===== config.mk =====
export PLATFORM = sky130hd
export DESIGN_NAME = multi_channel_alarm_timer
export DESIGN_NICKNAME = d
export VERILOG_FILES = /design/src/rtl/mcat_pkg.sv /design/src/rtl/multi_channel_alarm_timer.sv
export SDC_FILE = /design/constraint.sdc
export NUM_CORES = 2
export LEC_CHECK = 0
export BUFFER_PORTS_ARGS = -buffer_cell sky130_fd_sc_hd__buf_2
export CORE_ASPECT_RATIO = 1.4
export CORE_MARGIN = 8
export CORE_UTILIZATION = 40
export CTS_CLUSTER_SIZE = 20
export DETAILED_ROUTE_END_ITERATION = 10
export GPL_TIMING_DRIVEN = 0
export PLACE_DENSITY = 0.52
export SLEW_MARGIN = 40
export SYNTH_ARGS = -nofsm -noshare
export SYNTH_HDL_FRONTEND = slang
export SYNTH_SLANG_ARGS = --single-unit

===== constraint.sdc =====
create_clock -name clock -period 6.6 [get_ports clock]
set_clock_uncertainty 0.2 [all_clocks]
set_input_delay 0.99 -clock clock [delete_from_list [all_inputs] [get_ports clock]]
set_output_delay 0.99 -clock clock [all_outputs]
set_load 0.01 [all_outputs]

===== src/rtl/mcat_pkg.sv =====
// Shared types and constants for the multi-channel alarm timer.
// Used by rtl/multi_channel_alarm_timer.sv; depends on nothing else.

package mcat_pkg;

   localparam int CHANNELS     = 16;
   localparam int CHAN_W       = 4;
   localparam int CNT_W        = CHAN_W + 1;
   localparam int CMD_W        = 3;
   localparam int IVL_W        = 31;
   localparam int TIME_W       = 32;
   localparam int ELAPSED_W    = 16;
   localparam int UPD_W        = 16;

   localparam logic [UPD_W-1:0]  UPDATE_INTERVAL_RESET = 16'd20;
   localparam logic [TIME_W-1:0] REBASE_LIMIT          = 32'd2000000000;

   localparam logic [CMD_W-1:0] CMD_TICK       = 3'd0;
   localparam logic [CMD_W-1:0] CMD_CREATE     = 3'd1;
   localparam logic [CMD_W-1:0] CMD_SET_ACTIVE = 3'd2;
   localparam logic [CMD_W-1:0] CMD_ACK        = 3'd3;
   localparam logic [CMD_W-1:0] CMD_DELETE     = 3'd4;

   // One entry of the channel table memory.
   typedef struct packed {
      logic [IVL_W-1:0]  interval;
      logic [TIME_W-1:0] due_time;
   } chan_entry_type;

   typedef enum logic [4:0] {
      ST_IDLE   = 5'b00001,
      ST_EXEC   = 5'b00010,
      ST_SCAN   = 5'b00100,
      ST_LOOKUP = 5'b01000,
      ST_REPORT = 5'b10000
   } state_type;

endpackage


===== src/rtl/multi_channel_alarm_timer.sv =====
// Top level of the multi-channel alarm timer: command decode, tick scan over the channel
// table memory, and the report. Depends on rtl/mcat_pkg.sv.

// A transaction is taken when start is high and busy is low, and its single report appears
// on the rsp_ ports for one cycle with rsp_valid high; the receiver cannot stall it, so it
// must capture every report as it appears. Create, set active, acknowledge, delete and
// unknown commands keep busy high through the exec, lookup and report states, with the
// report in the cycle after. A tick keeps busy high through the exec state (time update),
// the scan state (all 16 channel table entries streamed through the table memory: read,
// rebase, update and write back, one entry per cycle, then a pipeline drain) and the lookup
// and report states for the addressed channel. The next transaction can be started in the
// cycle that shows the report. The update interval may be written only while busy is low.

module multi_channel_alarm_timer (
   input  logic                             clock,
   input  logic                             reset,
   input  logic                             start,
   output logic                             busy,
   input  logic [mcat_pkg::CMD_W-1:0]       req_command,
   input  logic [mcat_pkg::CHAN_W-1:0]      req_channel,
   input  logic [mcat_pkg::IVL_W-1:0]       req_interval_ms,
   input  logic                             req_active_flag,
   input  logic [mcat_pkg::ELAPSED_W-1:0]   req_elapsed_ms,
   output logic                             rsp_valid,
   output logic [mcat_pkg::CHANNELS-1:0]    rsp_alarm_mask,
   output logic                             rsp_chan_alarming,
   output logic                             rsp_chan_active,
   output logic signed [mcat_pkg::TIME_W-1:0] rsp_time_left,
   output logic [mcat_pkg::TIME_W-1:0]      rsp_system_time,
   input  logic                             csr_wr_en,
   input  logic [mcat_pkg::UPD_W-1:0]       csr_wr_data
);

   // Control state.
   mcat_pkg::state_type state_ff, state_in;
   logic [mcat_pkg::UPD_W-1:0]     update_interval_ff;
   logic [mcat_pkg::TIME_W-1:0]    sys_ff, sys_in;
   logic [mcat_pkg::ELAPSED_W-1:0] pending_ff, pending_in;
   logic [mcat_pkg::CHANNELS-1:0]  valid_ff, valid_in;
   logic [mcat_pkg::CHANNELS-1:0]  enable_ff, enable_in;
   logic [mcat_pkg::CHANNELS-1:0]  ack_ff, ack_in;
   logic [mcat_pkg::CHANNELS-1:0]  alarm_ff, alarm_in;
   logic [mcat_pkg::CNT_W-1:0]     scan_cnt_ff, scan_cnt_in;
   logic                           s1_vld_ff, s1_vld_in;
   logic                           s2_vld_ff;
   logic                           rebase_ff, rebase_in;
   logic                           rsp_valid_ff;

   // Latched transaction payload.
   logic [mcat_pkg::CMD_W-1:0]     cmd_ff;
   logic [mcat_pkg::CHAN_W-1:0]    ch_ff;
   logic [mcat_pkg::IVL_W-1:0]     ivl_ff;
   logic                           act_ff;
   logic [mcat_pkg::ELAPSED_W-1:0] el_ff;
   logic [mcat_pkg::TIME_W-1:0]    rebase_sub_ff;

   // Scan pipeline payload.
   logic [mcat_pkg::CHAN_W-1:0]    s1_addr_ff;
   logic [mcat_pkg::CHAN_W-1:0]    s2_addr_ff;
   logic [mcat_pkg::IVL_W-1:0]     s2_ivl_ff;
   logic [mcat_pkg::TIME_W-1:0]    s2_due_ff, s2_due_in;

   // Channel table memory.
   mcat_pkg::chan_entry_type       mem [mcat_pkg::CHANNELS];
   mcat_pkg::chan_entry_type       mem_q_ff;
   mcat_pkg::chan_entry_type       mem_wd;
   logic [mcat_pkg::CHAN_W-1:0]    mem_ra;
   logic [mcat_pkg::CHAN_W-1:0]    mem_wa;
   logic                           mem_we;

   // Response registers.
   logic [mcat_pkg::CHANNELS-1:0]  rsp_mask_ff;
   logic                           rsp_alarming_ff;
   logic                           rsp_active_ff;
   logic [mcat_pkg::TIME_W-1:0]    rsp_left_ff, rsp_left_in;
   logic [mcat_pkg::TIME_W-1:0]    rsp_sys_ff;

   logic                           accept;
   logic                           ch_inside;
   logic                           ch_valid;
   logic                           rebase_now;
   logic [mcat_pkg::ELAPSED_W:0]   pending_sum;
   logic [mcat_pkg::TIME_W-1:0]    sys_base;
   logic [mcat_pkg::TIME_W-1:0]    s1_due;
   logic                           s2_live;
   logic [mcat_pkg::TIME_W:0]      left_diff;

   assign accept     = start && (state_ff == mcat_pkg::ST_IDLE);
   assign ch_inside  = {1'b0, ch_ff} < mcat_pkg::CNT_W'(mcat_pkg::CHANNELS);
   assign ch_valid   = ch_inside && valid_ff[ch_ff];
   assign s2_live    = s2_vld_ff && valid_ff[s2_addr_ff];

   // Time update for a tick: rebase on the old time, then fold in the pending count.
   assign rebase_now  = sys_ff >= mcat_pkg::REBASE_LIMIT;
   assign sys_base    = rebase_now ? '0 : sys_ff;
   assign pending_sum = {1'b0, pending_ff} + {1'b0, el_ff};

   always_comb begin
      state_in    = state_ff;
      sys_in      = sys_ff;
      pending_in  = pending_ff;
      rebase_in   = rebase_ff;
      scan_cnt_in = scan_cnt_ff;
      s1_vld_in   = 1'b0;
      unique case (state_ff)
         mcat_pkg::ST_IDLE: begin
            if (start) begin
               state_in = mcat_pkg::ST_EXEC;
            end
         end
         mcat_pkg::ST_EXEC: begin
            if (cmd_ff == mcat_pkg::CMD_TICK) begin
               rebase_in   = rebase_now;
               scan_cnt_in = '0;
               state_in    = mcat_pkg::ST_SCAN;
               if (pending_sum >= {1'b0, update_interval_ff}) begin
                  sys_in     = sys_base + mcat_pkg::TIME_W'(pending_sum);
                  pending_in = '0;
               end else begin
                  sys_in     = sys_base;
                  pending_in = pending_sum[mcat_pkg::ELAPSED_W-1:0];
               end
            end else begin
               state_in = mcat_pkg::ST_LOOKUP;
            end
         end
         mcat_pkg::ST_SCAN: begin
            if (scan_cnt_ff != mcat_pkg::CNT_W'(mcat_pkg::CHANNELS)) begin
               s1_vld_in   = 1'b1;
               scan_cnt_in = scan_cnt_ff + 1'b1;
            end else if (!s1_vld_ff) begin
               // The last entry is written back at this edge, before the lookup read.
               state_in = mcat_pkg::ST_LOOKUP;
            end
         end
         mcat_pkg::ST_LOOKUP: begin
            state_in = mcat_pkg::ST_REPORT;
         end
         mcat_pkg::ST_REPORT: begin
            state_in = mcat_pkg::ST_IDLE;
         end
         default: begin
            state_in = mcat_pkg::ST_IDLE;
         end
      endcase
   end

   // Rebase stage: armed entries move down by the old system time, saturating at one.
   always_comb begin
      s1_due = mem_q_ff.due_time;
      if (rebase_ff && (mem_q_ff.due_time != '0)) begin
         if (mem_q_ff.due_time > rebase_sub_ff) begin
            s1_due = mem_q_ff.due_time - rebase_sub_ff;
         end else begin
            s1_due = mcat_pkg::TIME_W'(1);
         end
      end
   end

   // Flag updates from commands and from the scan's update stage.
   always_comb begin
      valid_in  = valid_ff;
      enable_in = enable_ff;
      ack_in    = ack_ff;
      alarm_in  = alarm_ff;
      s2_due_in = s2_due_ff;
      if (state_ff == mcat_pkg::ST_EXEC) begin
         unique case (cmd_ff)
            mcat_pkg::CMD_CREATE: begin
               if (ch_inside) begin
                  valid_in[ch_ff]  = 1'b1;
                  enable_in[ch_ff] = act_ff;
                  alarm_in[ch_ff]  = 1'b0;
                  ack_in[ch_ff]    = 1'b0;
               end
            end
            mcat_pkg::CMD_SET_ACTIVE: begin
               if (ch_valid) begin
                  enable_in[ch_ff] = act_ff;
               end
            end
            mcat_pkg::CMD_ACK: begin
               if (ch_valid) begin
                  ack_in[ch_ff] = 1'b1;
               end
            end
            mcat_pkg::CMD_DELETE: begin
               if (ch_valid) begin
                  valid_in[ch_ff]  = 1'b0;
                  enable_in[ch_ff] = 1'b0;
                  alarm_in[ch_ff]  = 1'b0;
                  ack_in[ch_ff]    = 1'b0;
               end
            end
            default: begin
            end
         endcase
      end else if (s2_live) begin
         // A due time of zero means the channel is not armed yet.
         if (s2_due_ff == '0) begin
            s2_due_in = {1'b0, s2_ivl_ff} + sys_ff;
         end else if ((sys_ff >= s2_due_ff) && !ack_ff[s2_addr_ff]
                      && enable_ff[s2_addr_ff]) begin
            alarm_in[s2_addr_ff] = 1'b1;
         end else if (ack_ff[s2_addr_ff]) begin
            alarm_in[s2_addr_ff] = 1'b0;
            ack_in[s2_addr_ff]   = 1'b0;
            s2_due_in            = '0;
         end
      end
   end

   // Table memory port selection.
   always_comb begin
      mem_ra = (state_ff == mcat_pkg::ST_SCAN) ? scan_cnt_ff[mcat_pkg::CHAN_W-1:0] : ch_ff;
      if (state_ff == mcat_pkg::ST_EXEC) begin
         mem_we          = (cmd_ff == mcat_pkg::CMD_CREATE) && ch_inside;
         mem_wa          = ch_ff;
         mem_wd.interval = ivl_ff;
         mem_wd.due_time = '0;
      end else begin
         mem_we          = s2_live;
         mem_wa          = s2_addr_ff;
         mem_wd.interval = s2_ivl_ff;
         mem_wd.due_time = s2_due_in;
      end
   end

   always_ff @(posedge clock) begin
      if (mem_we) begin
         mem[mem_wa] <= mem_wd;
      end
      mem_q_ff <= mem[mem_ra];
   end

   // Remaining time of the addressed channel, saturated to 32 signed bits.
   assign left_diff = {1'b0, mem_q_ff.due_time} - {1'b0, sys_ff};

   always_comb begin
      if (!ch_valid) begin
         rsp_left_in = '0;
      end else if (left_diff[mcat_pkg::TIME_W] != left_diff[mcat_pkg::TIME_W-1]) begin
         rsp_left_in = left_diff[mcat_pkg::TIME_W] ? {1'b1, {(mcat_pkg::TIME_W-1){1'b0}}}
                                                   : {1'b0, {(mcat_pkg::TIME_W-1){1'b1}}};
      end else begin
         rsp_left_in = left_diff[mcat_pkg::TIME_W-1:0];
      end
   end

   always_ff @(posedge clock) begin
      if (reset) begin
         state_ff           <= mcat_pkg::ST_IDLE;
         update_interval_ff <= mcat_pkg::UPDATE_INTERVAL_RESET;
         sys_ff             <= '0;
         pending_ff         <= '0;
         valid_ff           <= '0;
         enable_ff          <= '0;
         ack_ff             <= '0;
         alarm_ff           <= '0;
         scan_cnt_ff        <= '0;
         s1_vld_ff          <= 1'b0;
         s2_vld_ff          <= 1'b0;
         rebase_ff          <= 1'b0;
         rsp_valid_ff       <= 1'b0;
      end else begin
         state_ff     <= state_in;
         sys_ff       <= sys_in;
         pending_ff   <= pending_in;
         valid_ff     <= valid_in;
         enable_ff    <= enable_in;
         ack_ff       <= ack_in;
         alarm_ff     <= alarm_in;
         scan_cnt_ff  <= scan_cnt_in;
         s1_vld_ff    <= s1_vld_in;
         s2_vld_ff    <= s1_vld_ff;
         rebase_ff    <= rebase_in;
         rsp_valid_ff <= (state_ff == mcat_pkg::ST_REPORT);
         if (csr_wr_en) begin
            update_interval_ff <= csr_wr_data;
         end
      end
   end

   always_ff @(posedge clock) begin
      if (accept) begin
         cmd_ff <= req_command;
         ch_ff  <= req_channel;
         ivl_ff <= req_interval_ms;
         act_ff <= req_active_flag;
         el_ff  <= req_elapsed_ms;
      end
      if (state_ff == mcat_pkg::ST_EXEC) begin
         rebase_sub_ff <= sys_ff;
      end
      s1_addr_ff <= scan_cnt_ff[mcat_pkg::CHAN_W-1:0];
      s2_addr_ff <= s1_addr_ff;
      s2_ivl_ff  <= mem_q_ff.interval;
      s2_due_ff  <= s1_due;
      if (state_ff == mcat_pkg::ST_REPORT) begin
         rsp_mask_ff     <= valid_ff & alarm_ff;
         rsp_alarming_ff <= ch_valid && alarm_ff[ch_ff];
         rsp_active_ff   <= ch_valid && enable_ff[ch_ff];
         rsp_left_ff     <= rsp_left_in;
         rsp_sys_ff      <= sys_ff;
      end
   end

   assign busy              = (state_ff != mcat_pkg::ST_IDLE);
   assign rsp_valid         = rsp_valid_ff;
   assign rsp_alarm_mask    = rsp_mask_ff;
   assign rsp_chan_alarming = rsp_alarming_ff;
   assign rsp_chan_active   = rsp_active_ff;
   assign rsp_time_left     = rsp_left_ff;
   assign rsp_system_time   = rsp_sys_ff;

endmodule

==> results by group <==
Outcome
  – Status: complete, no violations

Clock tree
  – Clk_lat worst skew: around 0.80 ns
  – CTS sink cnt: 1453
  – TritonCTS buffer count: 151
  – Clk root buf: clkbuf_16
  – Setup Fix Bufs, Post-CTS: 0
  – CTS max path bufs: 3
  – CTS tree: built
  – CTS HTree Levels: 4
  – Post_cts resized: 0
  – Worst-path clk slew: 0.06 ns
  – CTS Hold Buffers Added: 0

Global routing
  – First-pass GRT wire length: 297000 µm
  – Total track usage: 0.231
  – Grt total ovfl: 0
  – Largest net degree at the start of global routing: 34
  – Initial antenna violation count: 6
  – Vias in the first global route: 43881

Detailed routing
  – DRT Wirelength: 205000 µm
  – Routed Antenna Nets: 0
  – Routed vias: 43592
  – First drt pass iteration count: 7
  – Via-to-Cell Ratio: 5.64
  – Starting DRC count in detailed routing: 3349
  – Number of remaining DRC errors: 0
  – WL/cell: 26.5 µm

Timing
  – Pins over their slew limit: 0
  – Rel. slew slack: 0.395
  – Final hold vios: 0
  – Worst Tran Pin Value: 0.902 ns
  – Min cycle time layout: 5.98 ns
  – Setup-failing EPs final: 0
  – RSZ-0062 raised after global routing: false
  – Period utilization: 0.906
  – Hold slack final: 0.115 ns
  – F_max: 167 MHz

Power
  – Power per standard cell area: between 200 and 300 nW/µm²
  – Pleak: 25.6 nW
  – Total power: 0.0215 W
  – Max VDD drop: roughly 0.28 mV

Floorplanning
  – Die extent in y: 488 µm
  – Core Region: 158000 µm²
  – # IOs: roughly 160
  – Site Rows: 173
  – Initial Util: 0.402
  – Die ar.: roughly 170000 µm²
  – Die W: 353 µm

Critical path
  – Worst reg2reg endpoint: sys_ff[26]
  – Worst setup path class: reg -> reg
  – Crit path DAT: 6.47 ns
  – Critical Path Slowest Stage Cell: nor4_4
  – CP cell instances: o21ai_0 -> a311oi_1 -> o21ai_0 -> a21oi_1 -> nor3_1 -> clkbuf_1 -> clkbuf_1 -> and2_1 -> ha_1 -> inv_1 -> fa_1 -> nor2b_1 -> o2111a_1 -> o311a_1 -> a31oi_1 -> o221ai_1 -> a21oi_2 -> nor4_4 -> nand3_1 -> mux2_2
  – RR Startpoint: sys_ff[11]
  – WP data required: 7.09 ns
  – Crit path buf inv count: 3
  – R2r setup slk: between 0.6 and 0.7 ns
  – CP max stage delay: approximately 0.57 ns
  – Crit path max fanout: 10
  – CP endpoint kind: register
  – Worst setup SP type: register
  – CP Depth: 20
  – CP top delay family: compound AO/OA/AOI/OAI gates
  – Reg2Reg Depth: 20

Flow run
  – Max-cap violations: 0

Synthesis
  – Post-Synthesis Cells: 5111
  – Mapped Nets: 5369
  – Post-synth cell types: 100
  – Mean Syn Cell Area: roughly 12 µm²
  – Yosys top cell by area: edfxtp_1
  – Top-area cell type share of the netlist area: 0.556
  – Post-synth EDFFs: 1177
  – Area contributors post-synth: edfxtp_1 (56%), dfxtp_1 (8.7%), nand2_1 (4.2%), a211oi_1 (4.1%), ha_1 (3.5%)
  – Yosys warnings: 0
  – Synth Flop Type: edfxtp_1
  – Synthesized area: 63500 µm²
  – Seq/Total Area, Yosys: 0.643
  – Post-synth ARST share: 0
  – Yosys reg bits: 1453

Cells and area
  – Design Area, Final: between 70000 and 80000 µm²
  – Synth-to-layout area growth: 15.8%
  – Layout cell share with drive strength beyond 1: 0.122
  – Fill count: 14351
  – Nets: 5760
  – Seq. cell area: 40900 µm²
  – Multi-input gate area: roughly 21000 µm²

Placement
  – # port buffers: 157
  – HPWL Detailed: 150000 µm
  – Cell Area, Placed: 68700 µm²
  – Placer's final routability congestion estimate: ~0.89

Min path
  – Min-Delay Path Class: reg -> reg
  – Worst Hold Path EP: s2_ivl_ff[25]
  – Min-delay src: mem_q_ff[57]
  – Cell count of the worst hold path: 0
## power breakdown
group          total (W)  internal, W  switching, W
clock            0.00843      0.00477       0.00366
sequential        0.0106       0.0103      0.000263
combinational    0.00246     0.000751       0.00171
total             0.0215       0.0158       0.00563
## cells in the mapped netlist (all sizes together), types with 104 or more instances
cell,count
a211oi,349
a21oi,317
a311oi,147
a31oi,160
and2,299
clkbuf,223
dfxtp,276
edfxtp,1177
ha,178
inv,157
nand2,711
nor2,182
o21ai,104
## placed cells by master (no fill, tap or decap), types with 50 or more instances in the layout
| master | Yosys | layout |
|---|---|---|
| a211oi_1 | 346 | 345 |
| a21o_1 | 73 | 73 |
| a21oi_1 | 313 | 313 |
| a22o_1 | 73 | 72 |
| a311oi_1 | 147 | 146 |
| a31oi_1 | 159 | 158 |
| and2_1 | 292 | 291 |
| buf_2 | 56 | 214 |
| buf_8 | 0 | 50 |
| clkbuf_1 | 221 | 237 |
| clkbuf_16 | 0 | 154 |
| dfxtp_1 | 276 | 276 |
| edfxtp_1 | 1177 | 1177 |
| ha_1 | 178 | 178 |
| inv_1 | 156 | 156 |
| nand2_1 | 711 | 710 |
| nor2_1 | 181 | 160 |
| o21ai_0 | 87 | 87 |
| xnor2_1 | 67 | 67 |
## cell type report
class	instances	area share
Timing Repair Buffer	238	0.0312
Clock buffer	201	0.0571
Inverter	157	0.00801
Buffer	305	0.0175
Antenna cell	3	0.000102
Sequential cell	1453	0.555
Multi-Input combinational cell	3196	0.286
Clock inverter	74	0.00881
Tap cell	2100	0.0357
## how the worst max path moves through the flow
stage                      startpoint  slack, ns    endpoint
after global routing       sys_ff[11]       0.33  sys_ff[22]
after CTS                  sys_ff[10]       0.58  sys_ff[26]
after detailed placement   sys_ff[10]       0.61  sys_ff[26]
after floorplan           state_ff[2]       1.51  mem[12][0]
final                      sys_ff[11]       0.62  sys_ff[26]
after global placement    state_ff[2]      -3.08   mem[7][1]
## stage by stage
step                worst slack (ns)  std cells  utilization  setup TNS (ns)
finish                         0.618       7727        0.465               0
global route                   0.332       7725        0.465               0
CTS                            0.582       7724        0.465               0
detailed placement             0.608       7449        0.434               0
global placement               -3.08       7368        0.423        -2648.38
floorplan                       1.51       5111            -               0
## logic make-up after synthesis
logic type	Yosys count	share of synthesized area
and+or+nand+nor	1448	0.108
muxes	55	0.0145
AOI/OAI and AO/OA	1404	0.154
DFF	1453	0.643
adders and majority gates	183	0.0366
xor gates and xnor gates	106	0.0146
buffers and inverters	462	0.0293
## registers in the layout, indices dropped and copies added, names as in the netlist, 32 cells and up, named ones only
signal	count
sys_ff	32
rsp_system_time	32
s2_due_ff	32
mem	1008
rsp_time_left	32
rebase_sub_ff	32
mem_q_ff	63
## routing by layer
layer | track usage | share of wire | vias to the layer above
li1 | - | - | 20188
met1 | 0.265 | 0.39 | 21677
met2 | 0.417 | 0.51 | 1306
met3 | 0.0364 | 0.050 | 419
met4 | 0.118 | 0.055 | 2
met5 | 0 | 0.000063 | -
(Power assumes the default switching activity.)
